--- config.mk ---
export PLATFORM = sky130hd
export DESIGN_NAME = yhh_queue
export DESIGN_NICKNAME = d
export VERILOG_FILES = /design/src/rtl/core/yhh_pkg.sv /design/src/rtl/core/yhh_queue.sv
export SDC_FILE = /design/constraint.sdc
export NUM_CORES = 1
export LEC_CHECK = 0
export BUFFER_PORTS_ARGS = -buffer_cell sky130_fd_sc_hd__buf_2
export CAP_MARGIN = 10
export CELL_PAD_IN_SITES_DETAIL_PLACEMENT = 1
export CELL_PAD_IN_SITES_GLOBAL_PLACEMENT = 1
export CORE_ASPECT_RATIO = 2
export CORE_MARGIN = 3
export CORE_UTILIZATION = 44
export CTS_CLUSTER_SIZE = 30
export DETAILED_ROUTE_END_ITERATION = 8
export PLACE_DENSITY = 0.85
export SYNTH_ARGS = -nofsm -noshare
export SYNTH_HDL_FRONTEND = slang
export SYNTH_SLANG_ARGS = --single-unit
--- constraint.sdc ---
create_clock -name clk -period 9.27 [get_ports clk]
set_clock_uncertainty 0.1 [all_clocks]
set_input_delay 0.927 -clock clk [delete_from_list [all_inputs] [get_ports clk]]
set_output_delay 0.927 -clock clk [all_outputs]
set_load 0.02 [all_outputs]
--- src/rtl/core/yhh_pkg.sv ---
//------------------------------------------------------------------------------
// yhh_pkg: shared types, constants and helpers of the heading hold controller
// Holds the item codes, CORDIC sizing, the arctangent table, the queue entry
// type and the 16-bit saturation helper.
//------------------------------------------------------------------------------
package yhh_pkg;

	// Item kind codes
	localparam logic CMD_POSE = 1'b0;
	localparam logic CMD_REQ  = 1'b1;

	// Reset value of the proportional gain (unsigned Q0.16, about 5/110)
	localparam logic [15:0] GAIN_RESET = 16'd2979;

	// Default and maximum CORDIC iteration counts
	localparam int CORDIC_ITER_DEF = 16;
	localparam int ATAN_LEN        = 24;
	localparam int ATAN_IDX_W      = $clog2(ATAN_LEN);

	// CORDIC vector width and angle width (angle in Q.29)
	localparam int CORDIC_W = 36;
	localparam int ANG_W    = 34;

	localparam logic signed [ANG_W-1:0] PI_Q29 = 34'sd1686629713;

	// Depth of the queue between front and back
	localparam int QUEUE_DEPTH = 2;

	// One classified item as it travels from front to back
	typedef struct packed {
		logic               command;
		logic signed [31:0] prod_wz;
		logic signed [31:0] prod_xy;
		logic signed [31:0] prod_yy;
		logic signed [31:0] prod_zz;
		logic signed [15:0] heading_offset;
		logic signed [15:0] forward_velocity;
	} yhh_entry_t;

	// atan(2^-i) in Q.29
	function automatic logic signed [ANG_W-1:0] atan_q29(input logic [ATAN_IDX_W-1:0] idx);
		logic signed [ANG_W-1:0] r;
		case (idx)
			5'd0:  r = 34'sd421657428;
			5'd1:  r = 34'sd248918915;
			5'd2:  r = 34'sd131521918;
			5'd3:  r = 34'sd66762579;
			5'd4:  r = 34'sd33510843;
			5'd5:  r = 34'sd16771758;
			5'd6:  r = 34'sd8387925;
			5'd7:  r = 34'sd4194219;
			5'd8:  r = 34'sd2097141;
			5'd9:  r = 34'sd1048575;
			5'd10: r = 34'sd524288;
			5'd11: r = 34'sd262144;
			5'd12: r = 34'sd131072;
			5'd13: r = 34'sd65536;
			5'd14: r = 34'sd32768;
			5'd15: r = 34'sd16384;
			5'd16: r = 34'sd8192;
			5'd17: r = 34'sd4096;
			5'd18: r = 34'sd2048;
			5'd19: r = 34'sd1024;
			5'd20: r = 34'sd512;
			5'd21: r = 34'sd256;
			5'd22: r = 34'sd128;
			5'd23: r = 34'sd64;
			default: r = '0;
		endcase
		return r;
	endfunction

	// Clamp a wide signed value to 16 bits
	function automatic logic signed [15:0] sat16(input logic signed [ANG_W-1:0] v);
		logic signed [15:0] r;
		if (v > 34'sd32767) begin
			r = 16'sh7FFF;
		end else if (v < -34'sd32768) begin
			r = -16'sd32768;
		end else begin
			r = v[15:0];
		end
		return r;
	endfunction

endpackage

--- src/rtl/core/yhh_queue.sv ---
//------------------------------------------------------------------------------
// yhh_queue: short entry queue between front and back
// Decouples intake from execution so each side stalls on its own.
//------------------------------------------------------------------------------
module yhh_queue (
	input  logic                clk,
	input  logic                arst_n,
	input  logic                push,
	input  yhh_pkg::yhh_entry_t wr_entry,
	output logic                full,
	input  logic                pop,
	output yhh_pkg::yhh_entry_t rd_entry,
	output logic                empty
);

	localparam int DEPTH = yhh_pkg::QUEUE_DEPTH;
	localparam int PTR_W = (DEPTH > 1) ? $clog2(DEPTH) : 1;
	localparam int CNT_W = $clog2(DEPTH + 1);

	yhh_pkg::yhh_entry_t slots_q [DEPTH];
	logic [PTR_W-1:0]    wr_ptr_q;
	logic [PTR_W-1:0]    rd_ptr_q;
	logic [CNT_W-1:0]    count_q;

	assign full     = (count_q == CNT_W'(DEPTH));
	assign empty    = (count_q == '0);
	assign rd_entry = slots_q[rd_ptr_q];

	// Advance pointers and occupancy
	always_ff @(posedge clk or negedge arst_n) begin
		if (!arst_n) begin
			wr_ptr_q <= '0;
			rd_ptr_q <= '0;
			count_q  <= '0;
		end else begin
			if (push) begin
				wr_ptr_q <= (wr_ptr_q == PTR_W'(DEPTH - 1)) ? '0 : wr_ptr_q + 1'b1;
			end
			if (pop) begin
				rd_ptr_q <= (rd_ptr_q == PTR_W'(DEPTH - 1)) ? '0 : rd_ptr_q + 1'b1;
			end
			if (push && !pop) begin
				count_q <= count_q + 1'b1;
			end else if (pop && !push) begin
				count_q <= count_q - 1'b1;
			end
		end
	end

	// Store entries
	always_ff @(posedge clk) begin
		if (push) begin
			slots_q[wr_ptr_q] <= wr_entry;
		end
	end

endmodule

Yosys cells after proc, flatten, opt, wreduce, memory -nomap -nowiden
Memories as Yosys holds them, arrays and structs flattened.
Cells that the tools add are included.
{"block": "word_totals", "regBits": 4, "mem_bits_rw": 322, "input_bits": 165, "mem_count": 1, "out_inout_bits": 163}
{"memory": "slots_q", "depth": 2, "word_bits": 161, "rd": 1, "rd_ports_with_merged_regs": 0, "wr": 1, "line": "yhh_queue.sv:20", "rtl": "yhh_pkg::yhh_entry_t slots_q [DEPTH];"}
{"block": "classes", "muxes": 6, "addsub": 4, "n_eq_ne": 1, "n_reduce_logical": 6}
{"operator": "two-way mux 1 bit", "n": 4}
{"operator": "two-way mux 2 bit", "n": 2}
{"operator": "adder 1 bit, second input constant", "n": 2}
{"operator": "adder 2 x 1 -> 2 bit, second input constant", "n": 1}
{"operator": "equality test 2 bit, second input constant", "n": 1}
{"operator": "logical AND 1 bit", "n": 2}
{"operator": "zero test 1 bit", "n": 2}
{"operator": "zero test 2 bit", "n": 1}
{"operator": "nonzero test 2 bit", "n": 1}
{"operator": "subtractor 2 x 1 -> 2 bit, second input constant", "n": 1}

Longest topological paths before layout
Gate-level depths: netlist of the first run.
{"block": "logic_depth", "word_depth": 4, "mapped_depth": 5, "depth_no_buf": 5}

Worst setup path before layout of the first run
Ideal clock, no wire load.
{"block": "synth_timing", "path_kind": "in2reg", "startpoint": "in push", "endpoint": "mem slots_q[0][0] (netlist name) (enable)", "stages": 1, "setup_slack_ps": 582, "n_path_buf": 0, "arrival_ps": 7885, "cell_sequence": "nor2b_1"}
{"block": "synth_between", "elab_chain_cells": 2}
{"element": "from (decl)", "line": "yhh_queue.sv:8", "rtl": "input logic push,"}
{"element": "two-way mux 1 bit", "line": "yhh_queue.sv:52", "rtl": "if (push) begin"}
{"element": "two-way mux 1 bit (implied by the code)", "line": "yhh_queue.sv:53", "rtl": "slots_q[wr_ptr_q] <= wr_entry;"}
{"element": "to (decl)", "line": "yhh_queue.sv:20"}
Every way passes these cells.

==> impl_metrics.csv, run 1 <==
group,metric,value,unit
power_and_ir_drop,power.switching,1.55,mW
floorplanning,horizontal_die_dimension,123,um
floorplanning,die-area,29700,um2
clock_tree,clk_root_buffer_cell,"sky130_fd_sc_hd__clkbuf_16",
run_status,run_status,"completed",
synth,yosys_warnings,0,
layout,fillerInstances,2517,
layout,finalNetCount,1027,
synth,synth.ff_latch_count,326,
layout,fin_cells,1241,
drt,drt-wirelength-per-cell,22.8,um
power_and_ir_drop,clock_power_share,23.8,%
timing,final.setup.worst_slack,5.27,ns
clock_tree,clk_pin_slew,0.07,ns
grt,grt_pass1_vias,6841,
synth,syn_inst,517,
power_and_ir_drop,worst_ir_drop_vdd,0.000214,V
hold_path,min-delay-path-class,"input pin to async pin",
clock_tree,tritoncts_num_sinks,326,
floorplanning,placement_rows,85,
timing,report.final.setup_viol,0,
layout,mostFrequentLayoutCell,"sky130_fd_sc_hd__buf_2",
setup_path,worst_case_reg_to_reg_path_depth,2,
layout,final_design_area_no_fill,15000,um2
power_and_ir_drop,power.switching_fraction,32.2,%
setup_path,regToRegSetupSlack,6.56,ns
timing,worst_pin_slew,1.06,ns
setup_path,worst_ep_required_time,8.24,ns
timing,rsz_0062_raised_after_global_routing,"false",
setup_path,worstSetupPathType,"register to primary output",
drt,totalWireLength,28.3,mm
floorplanning,placeableCoreArea,27000,um2
timing,period_share,43.2,%
grt,largest_net_degree_at_the_start_of_global_routing,78,
power_and_ir_drop,internal_power,3.27,mW
placed_design,detailed_place_hpwl,20.2,mm
setup_path,worst_r2r_startpoint,"wr_ptr_q",
drt,ant_nets,0,
synth,synth.net_count,683,
drt,post_drt_via_cell_ratio,4.94,
drt,number_of_design_rule_violations_left_by_the_first_detailed_router_iteration,211,
layout,final_core_utilization,55.6,%
synth,synth_cell_types,13,
floorplanning,effective_utilization_at_floorplan,44.9,%
setup_path,timing.critical_path.fanout_max,62,
clock_tree,tritoncts,"built",
synth,synth_seq_area_share,80.6,%
power_and_ir_drop,power.sequential.fraction,43.4,%
setup_path,element_type_at_the_critical_path_end,"primary output",
setup_path,cp_data_arrival_time,2.97,ns
timing,finalMaxSlewViolations,0,
clock_tree,ctsHtreeMaxLevel,1,
floorplanning,ioPinCount,328,
clock_tree,worstSkewPairLatency,0.53,ns
clock_tree,cts-resized-gates,0,
synth,postSynthAreaPerCell,23.4,um2
timing,hold_ws,0.0856,ns
placed_design,dp_worst_setup_slack,5.80,ns
power_and_ir_drop,leak,5.85,nW
floorplanning,die_height,241,um
drt,remaining_drc_errors,0,
layout,post_route_cells_drive_above_1_share,61.3,%
power_and_ir_drop,power.total,4.82,mW
placed_design,placed_cell_area,14100,um2
clock_tree,postCtsSetupRepairBufs,0,
drt,detailedRoute.firstPassIterationCount,4,
setup_path,crit-reg2reg-capture,"slots_q[0][65]",
grt,first_pass_grt_wire_length,39.8,mm
clock_tree,cts_hold_buf,0,
timing,fmaxAchievable,0.250,GHz
timing,finalWorstPathRequiredPeriod,4.00,ns
clock_tree,ctsLongestPathBuffers,3,
grt,groute.usage.overall,18.3,%
placed_design,port_buffers,327,
timing,final-hold-violation-count,0,
grt,overflow,0,
drt,via_count,6135,
timing,maxSlewHeadroom,29.2,%
power_and_ir_drop,p_per_area,321,nW/um2
placed_design,place_congestion,0.797,
placed_design,dpl.cell_count,1180,
clock_tree,cts_buffers,27,
setup_path,startpoint_type,"register",
layout,top_library_cells_by_usage_in_the_layout_fill_and_taps_aside,"327 x sky130_fd_sc_hd__buf_2, 322 x sky130_fd_sc_hd__edfxtp_1, 81 x sky130_fd_sc_hd__mux2_2",
layout,syn_to_final_growth,24.0,%
power_and_ir_drop,pwr-share-comb,32.8,%
grt,initial_antenna_violation_count,21,
timing,setup_total_negative_slack,0,ns
synth,post_synth_instance_area,12100,um2
job,cap_viol_max_count,0,
==> Yosys cell counts <==
cell / number / area share, %
sky130_fd_sc_hd__and2_1: 1 / 0.052
sky130_fd_sc_hd__buf_2: 8 / 0.33
sky130_fd_sc_hd__buf_6: 10 / 0.93
sky130_fd_sc_hd__dfrtp_1: 4 / 0.83
sky130_fd_sc_hd__edfxtp_1: 322 / 80
sky130_fd_sc_hd__ha_1: 1 / 0.10
sky130_fd_sc_hd__inv_1: 1 / 0.031
sky130_fd_sc_hd__mux2_2: 81 / 7.5
sky130_fd_sc_hd__mux2_4: 80 / 9.9
sky130_fd_sc_hd__nor2_1: 2 / 0.062
sky130_fd_sc_hd__nor2b_1: 2 / 0.10
sky130_fd_sc_hd__xnor2_1: 1 / 0.072
sky130_fd_sc_hd__xor2_1: 4 / 0.29
==> per-layer routing <==
metal / global-route usage (%) / part of all wire (%)
met5: 0 / 0.45
met3: 5.56 / 7.4
met4: 9.41 / 4.8
met1: 17.1 / 31
met2: 34.7 / 57
==> kinds of logic after synthesis <==
| logic type | Yosys count | synth area share, % |
|---|---|---|
| xor+xnor | 5 | 0.361 |
| fa+ha+maj | 1 | 0.103 |
| buf+inv | 19 | 1.29 |
| flops | 326 | 80.6 |
| mux | 161 | 17.4 |
| simple gates | 5 | 0.217 |
==> area by class of cell <==
cell class | count | area [um2] | share of cell area, %
sequential | 326 | 9770 | 65.0
timing repair buffer | 333 | 1680 | 11.2
multi-input combinational | 172 | 2210 | 14.7
inverter | 1 | 3.75 | 0.0250
clock buffer | 29 | 683 | 4.55
antenna | 12 | 30.0 | 0.200
clock inverter | 20 | 218 | 1.45
tap | 348 | 435 | 2.90
==> flip-flops by register name (all words and copies together) (netlist names) <==
signal / flops
count_q: 2
wr_ptr_q: 1
slots_q: 322
rd_ptr_q: 1
==> power groups by stage <==
stage,combinational (mW),clock [mW],sequential [mW]
2_1_floorplan,1.19,0,2.10
3_3_place_gp,1.56,0,2.11
3_5_place_dp,1.60,0,2.13
4_1_cts,1.61,1.18,2.10
5_1_grt,1.68,1.24,2.12
6_report,1.58,1.15,2.09
==> worst max-delay path, cell delays in order (launching register included) <==
cell	delay, ns
sky130_fd_sc_hd__dfrtp_4	0.94
sky130_fd_sc_hd__buf_4	0.80
sky130_fd_sc_hd__mux2_2	0.42
sky130_fd_sc_hd__buf_2	0.17
==> worst max path at each step <==
| stage | startpoint | endpoint | depth (start not counted) |
|---|---|---|---|
| after global routing | rd_ptr_q | rd_entry[159] | 3 |
| after detailed placement | rd_ptr_q | rd_entry[2] | 3 |
| after floorplan | push | slots_q[0][0] | 1 |
| after global placement | rd_ptr_q | rd_entry[141] | 3 |
| after CTS | rd_ptr_q | rd_entry[157] | 3 |
| final | rd_ptr_q | rd_entry[157] | 3 |
Note: power is estimated with default switching activity, not from simulation.
==> run 2, diff against run 1 <==
--- a/config.mk
+++ b/config.mk
@@ -5,6 +5,7 @@
 export SDC_FILE = /design/constraint.sdc
 export NUM_CORES = 1
 export LEC_CHECK = 0
+export ABC_AREA = 1
 export BUFFER_PORTS_ARGS = -buffer_cell sky130_fd_sc_hd__buf_2
 export CAP_MARGIN = 10
 export CELL_PAD_IN_SITES_DETAIL_PLACEMENT = 1
==> constraint.sdc (replaced) <==
create_clock -name clk -period 4 [get_ports clk]
set_clock_uncertainty 0.1 [all_clocks]
set_input_delay 0.4 -clock clk [delete_from_list [all_inputs] [get_ports clk]]
set_output_delay 0.4 -clock clk [all_outputs]
set_load 0.02 [all_outputs]
==> impl_metrics.csv, run 2 <==
group,metric,value,unit
clock_tree,worstSkewPairLatency,0.53,ns
timing,maxSlewHeadroom,41.3,%
synth,syn_inst,526,
job,cap_viol_max_count,0,
clock_tree,cts-resized-gates,0,
layout,fillerInstances,2394,
power_and_ir_drop,leak,6.62,nW
setup_path,element_type_at_the_critical_path_end,"primary output",
grt,groute.usage.overall,22.7,%
drt,via_count,6949,
power_and_ir_drop,power.sequential.fraction,41.4,%
placed_design,dpl.cell_count,1191,
synth,synth.ff_latch_count,326,
floorplanning,effective_utilization_at_floorplan,44.9,%
timing,final-hold-violation-count,0,
layout,regMostFlops,"slots_q",
layout,layout.area.seq,9770,um2
synth,yosys_warnings,0,
power_and_ir_drop,pwr-share-comb,33.9,%
clock_tree,cts_buffers,29,
clock_tree,tritoncts,"built",
timing,fmaxAchievable,0.332,GHz
placed_design,place_congestion,0.749,
grt,largest_net_degree_at_the_start_of_global_routing,98,
setup_path,startpoint_type,"register",
timing,period_share,75.3,%
setup_path,timing.critical_path.fanout_max,51,
setup_path,worstSetupPathType,"register to primary output",
placed_design,port_buffers,327,
synth,post_synth_instance_area,12100,um2
synth,postSynthAreaPerCell,23.1,um2
synth,synth_top_flop_cell,"sky130_fd_sc_hd__edfxtp_1",
timing,worst_pin_slew,0.880,ns
synth,yosysTopAreaCellShare,79.6,%
timing,finalWorstPathRequiredPeriod,3.01,ns
layout,multi_input_comb_area,2200,um2
power_and_ir_drop,worst_ir_drop_vdd,0.000546,V
clock_tree,ctsLongestPathBuffers,3,
drt,detailedRoute.firstPassIterationCount,4,
clock_tree,tritoncts_num_sinks,326,
layout,largest_reg_flops,322,
power_and_ir_drop,power.total,11.8,mW
clock_tree,clk_root_buffer_cell,"sky130_fd_sc_hd__clkbuf_16",
layout,finalNetCount,1204,
clock_tree,cts_hold_buf,164,
floorplanning,die_height,241,um
synth,netlist_top_cells_count,"322 x sky130_fd_sc_hd__edfxtp_1, 81 x sky130_fd_sc_hd__mux2_2, 80 x sky130_fd_sc_hd__mux2_4",
hold_path,min-delay-path-class,"input pin to async pin",
run_status,run_status,"completed",
synth,post_synth_edffs,322,
floorplanning,ioPinCount,328,
layout,post_route_cells_drive_above_1_share,51.2,%
timing,finalMaxSlewViolations,0,
layout,mostFrequentLayoutCell,"sky130_fd_sc_hd__buf_2",
layout,fin_cells,1410,
power_and_ir_drop,clock_power_share,24.7,%
power_and_ir_drop,power.switching,3.84,mW
floorplanning,placeableCoreArea,27000,um2
synth,synthMostInstantiatedCell,"sky130_fd_sc_hd__edfxtp_1",
layout,final_design_area_no_fill,16800,um2
synth,ys_async_sr_fraction,1.23,%
setup_path,cp_data_arrival_time,2.51,ns
grt,grt_pass1_vias,8108,
layout,syn_to_final_growth,38.7,%
drt,post_drt_via_cell_ratio,4.93,
floorplanning,horizontal_die_dimension,123,um
clock_tree,ctsHtreeMaxLevel,1,
grt,overflow,0,
drt,totalWireLength,34.3,mm
synth,synth_cell_types,14,
setup_path,worst_ep_required_time,3.50,ns
power_and_ir_drop,power.switching_fraction,32.6,%
power_and_ir_drop,p_per_area,699,nW/um2
synth,synth.net_count,692,
layout,top_regs,"slots_q x322, count_q x2",
clock_tree,clk_pin_slew,0.07,ns
drt,remaining_drc_errors,0,
clock_tree,postCtsSetupRepairBufs,0,
floorplanning,die-area,29700,um2
drt,drt-wirelength-per-cell,24.3,um
synth,synthTopCellsByArea,"sky130_fd_sc_hd__edfxtp_1 80%, sky130_fd_sc_hd__mux2_4 9.9%, sky130_fd_sc_hd__mux2_2 7.5%, sky130_fd_sc_hd__buf_6 0.93%, sky130_fd_sc_hd__dfrtp_1 0.82%",
setup_path,crit_chain,"buf_12, mux2_2, buf_2",
setup_path,timing.critical_path.slowest_cell_delay,0.95,ns
setup_path,crit_slowest_cell,"sky130_fd_sc_hd__dfrtp_4",
power_and_ir_drop,internal_power,7.94,mW
placed_design,placed_cell_area,14200,um2
grt,initial_antenna_violation_count,6,
timing,rsz_0062_raised_after_global_routing,"false",
layout,top_library_cells_by_usage_in_the_layout_fill_and_taps_aside,"327 x sky130_fd_sc_hd__buf_2, 322 x sky130_fd_sc_hd__edfxtp_1, 164 x sky130_fd_sc_hd__dlygate4sd3_1",
drt,ant_nets,0,
synth,synth_seq_area_share,80.5,%
floorplanning,placement_rows,85,
synth,most_area_hungry_cell_type_in_the_yosys_netlist,"sky130_fd_sc_hd__edfxtp_1",
drt,number_of_design_rule_violations_left_by_the_first_detailed_router_iteration,324,
timing,setup_total_negative_slack,0,ns
grt,first_pass_grt_wire_length,49.5,mm
timing,report.final.setup_viol,0,
placed_design,detailed_place_hpwl,19.4,mm
[run 2: final cells by class]
type	count	share of cell area, %
tap	348	2.58
inverter	7	0.178
timing repair buffer	499	20.3
clock inverter	16	1.40
multi-input combinational	175	13.1
clock buffer	35	4.44
antenna	4	0.0594
sequential	326	58.0
[run 2: layer usage]
metal,wire length (um),part of all wire (%),global-route usage [%],vias to the layer above
li1,-,-,-,3098
met1,11100,32,22.6,3467
met2,19700,58,44.4,295
met3,1870,5.5,4.48,85
met4,1500,4.4,9.51,4
met5,29,0.085,0,-
[run 2: through the flow]
step	utilization, %	setup WS (ns)	hold slack [ns]
floorplan	-	0.606	0.00441
global placement	52.6	1.56	0.116
detailed placement	52.6	1.55	0.118
CTS	62.3	0.976	0.0822
global route	62.4	0.889	0.112
finish	62.4	0.989	0.130
[run 2: logic make-up after synthesis]
group	share of synthesized area, %
flip-flops	80.5
multiplexers	17.4
buffers and inverters	1.47
AND/OR/NAND/NOR	0.340
XOR/XNOR	0.216
adder cells (fa/ha/maj)	0.103
[run 2: path summary, 6_finish.rpt]
| kind | slack (ns) | depth (start not counted) | to | startpoint |
|---|---|---|---|---|
| worst max-delay path | 0.99 | 3 | rd_entry[12] | rd_ptr_q |
| worst min-delay path | 0.13 | 2 | wr_ptr_q | arst_n |
| worst max register to register | 2.00 | 3 | slots_q[1][44] | wr_ptr_q |
| worst min register to register | 0.48 | 1 | wr_ptr_q | wr_ptr_q |
| max in group asynchronous | 3.52 | 2 | rd_ptr_q | arst_n |
| min in group clk | 0.48 | 1 | wr_ptr_q | wr_ptr_q |
[run 2: power groups by stage]
stage	Sequential, mW	Combinational [mW]	Clock [mW]
6_report	4.88	3.99	2.91
5_1_grt	4.93	4.19	3.12
3_5_place_dp	4.91	3.82	0
2_1_floorplan	4.76	2.76	0
4_1_cts	4.84	4.00	2.94
3_3_place_gp	4.84	3.76	0
[run 2: worst max-delay path: cells and delay by family, from the launching register on]
family / cells / cell delay (ns)
flip-flops: 1 / 0.95
multiplexers: 1 / 0.40
buffers and inverters: 2 / 0.56
==> run 3, diff against run 2 <==
==> constraint.sdc (replaced) <==
create_clock -name clk -period 3 [get_ports clk]
set_clock_uncertainty 0.1 [all_clocks]
set_input_delay 0.3 -clock clk [delete_from_list [all_inputs] [get_ports clk]]
set_output_delay 0.3 -clock clk [all_outputs]
set_load 0.02 [all_outputs]
==> impl_metrics.csv, run 3 (synthesized netlist as in run 2, its figures left out) <==
group,metric,value,unit
run_status,run_status,"completed",
clock_tree,cts_buffers,27,
layout,regMostFlops,"slots_q",
layout,post_route_cells_drive_above_1_share,51.6,%
clock_tree,worstSkewPairLatency,0.55,ns
timing,fmaxAchievable,0.371,GHz
floorplanning,die-area,29700,um2
timing,report.final.setup_viol,0,
drt,totalWireLength,34.3,mm
setup_path,worst_case_reg_to_reg_path_depth,3,
grt,initial_antenna_violation_count,2,
setup_path,worst_r2r_startpoint,"wr_ptr_q",
clock_tree,ctsLongestPathBuffers,3,
setup_path,regToRegSetupSlack,0.90,ns
drt,remaining_drc_errors,0,
setup_path,element_type_at_the_critical_path_end,"primary output",
hold_path,min_from,"wr_entry[138]",
timing,hold_ws,0.376,ns
clock_tree,postCtsSetupRepairBufs,0,
timing,finalWorstPathRequiredPeriod,2.70,ns
setup_path,cp_data_arrival_time,2.30,ns
placed_design,placed_cell_area,14300,um2
timing,final.setup.worst_slack,0.302,ns
timing,final-hold-violation-count,0,
hold_path,hold_path_end,"slots_q[0][138]",
layout,syn_to_final_growth,38.8,%
floorplanning,ioPinCount,328,
layout,final_design_area_no_fill,16800,um2
clock_tree,cts-resized-gates,0,
grt,grt_pass1_vias,8206,
layout,largest_reg_flops,322,
layout,top_library_cells_by_usage_in_the_layout_fill_and_taps_aside,"327 x sky130_fd_sc_hd__buf_2, 322 x sky130_fd_sc_hd__edfxtp_1, 165 x sky130_fd_sc_hd__dlygate4sd3_1",
clock_tree,clk_pin_slew,0.08,ns
setup_path,worst_ep_required_time,2.60,ns
layout,mostFrequentLayoutCell,"sky130_fd_sc_hd__buf_2",
clock_tree,ctsHtreeMaxLevel,1,
clock_tree,clk_root_buffer_cell,"sky130_fd_sc_hd__clkbuf_16",
placed_design,place_congestion,0.796,
timing,worst_pin_slew,0.892,ns
setup_path,worstSetupPathType,"register to primary output",
drt,detailedRoute.firstPassIterationCount,4,
placed_design,detailed_place_hpwl,21.3,mm
layout,top_regs,"slots_q x322, count_q x2",
floorplanning,placement_rows,85,
power_and_ir_drop,worst_ir_drop_vdd,0.000696,V
timing,period_share,89.9,%
clock_tree,tritoncts,"built",
power_and_ir_drop,p_per_area,919,nW/um2
grt,first_pass_grt_wire_length,49.2,mm
timing,finalMaxSlewViolations,0,
setup_path,crit-reg2reg-capture,"slots_q[1][90]",
layout,layout.area.seq,9770,um2
hold_path,hold-path-cell-count,2,
timing,maxSlewHeadroom,40.4,%
grt,largest_net_degree_at_the_start_of_global_routing,91,
power_and_ir_drop,leak,6.63,nW
floorplanning,placeableCoreArea,27000,um2
grt,groute.usage.overall,22.6,%
drt,drt-wirelength-per-cell,24.2,um
floorplanning,effective_utilization_at_floorplan,44.9,%
drt,number_of_design_rule_violations_left_by_the_first_detailed_router_iteration,300,
placed_design,port_buffers,327,
timing,rsz_0062_raised_after_global_routing,"false",
layout,finalNetCount,1211,
layout,final_core_utilization,62.4,%
setup_path,timing.critical_path.fanout_max,29,
layout,fillerInstances,2432,
setup_path,startpoint_type,"register",
floorplanning,die_height,241,um
placed_design,dp_worst_setup_slack,0.893,ns
clock_tree,tritoncts_num_sinks,326,
floorplanning,horizontal_die_dimension,123,um
hold_path,min-delay-path-class,"input pin to register",
drt,ant_nets,0,
drt,post_drt_via_cell_ratio,4.95,
job,cap_viol_max_count,0,
drt,via_count,6998,
grt,overflow,0,
layout,multi_input_comb_area,2200,um2
run 3: cell count changes in the layout (fill, tap and decap cells not counted), sizes merged:
| cell | delta |
|---|---|
| buf | +8 |
| clkbuf | -5 |
| clkinv | +3 |
| bufinv | -2 |
| diode | -2 |
| clkinvlp | -1 |
| dlygate4sd3 | +1 |
| inv | +1 |
run 3: worst max-delay path by stage:
stage | start | endpoint | slack [ns]
after floorplan | wr_ptr_q | slots_q[1][0] | -0.38
after global placement | push | slots_q[1][24] | 0.91
after detailed placement | wr_ptr_q | slots_q[1][24] | 0.89
after CTS | rd_ptr_q | rd_entry[18] | 0.27
after global routing | rd_ptr_q | rd_entry[153] | 0.23
final | rd_ptr_q | rd_entry[153] | 0.30
run 3: report_power, final:
group	internal, mW	switching [mW]	total (mW)
clock	2.00	1.63	3.62
combinational	2.31	3.11	5.42
sequential	6.04	0.395	6.44
run 3: metal layers:
layer / up-vias / track usage (%) / wire length, um
li1: 3118 / - / -
met1: 3469 / 21.2 / 10500
met2: 312 / 44.3 / 20000
met3: 99 / 3.94 / 1640
met4: 0 / 12.8 / 2080
met5: - / 0 / 0
run 3: through the flow:
stage          total power [mW]  cells  TNS, ns
6_report                   15.5   1413        0
4_1_cts                    15.5   1411        0
3_5_place_dp               11.7   1199        0
3_3_place_gp               11.5   1199        0
2_1_floorplan              10.0    526  -113.84
5_1_grt                    16.1   1413        0
run 3: layout make-up:
type | count | area share, %
Clock buffer | 30 | 4.08
Antenna cell | 2 | 0.0297
Inverter | 7 | 0.178
Multi-Input combinational cell | 175 | 13.1
Sequential cell | 326 | 58.0
Clock inverter | 17 | 1.14
Timing Repair Buffer | 508 | 20.9
Tap cell | 348 | 2.58
run 3: repair_timing:
item,in CTS,in global routing
hold endpoints to repair,328,0
setup endpoints to repair,0,0
hold buffers,165,0
run 3: worst max-delay path, stage by stage (launching register included):
cell and delay (ns):
sky130_fd_sc_hd__dfrtp_4 0.77, sky130_fd_sc_hd__buf_4 0.39, sky130_fd_sc_hd__mux2_2 0.39, sky130_fd_sc_hd__buf_2 0.17
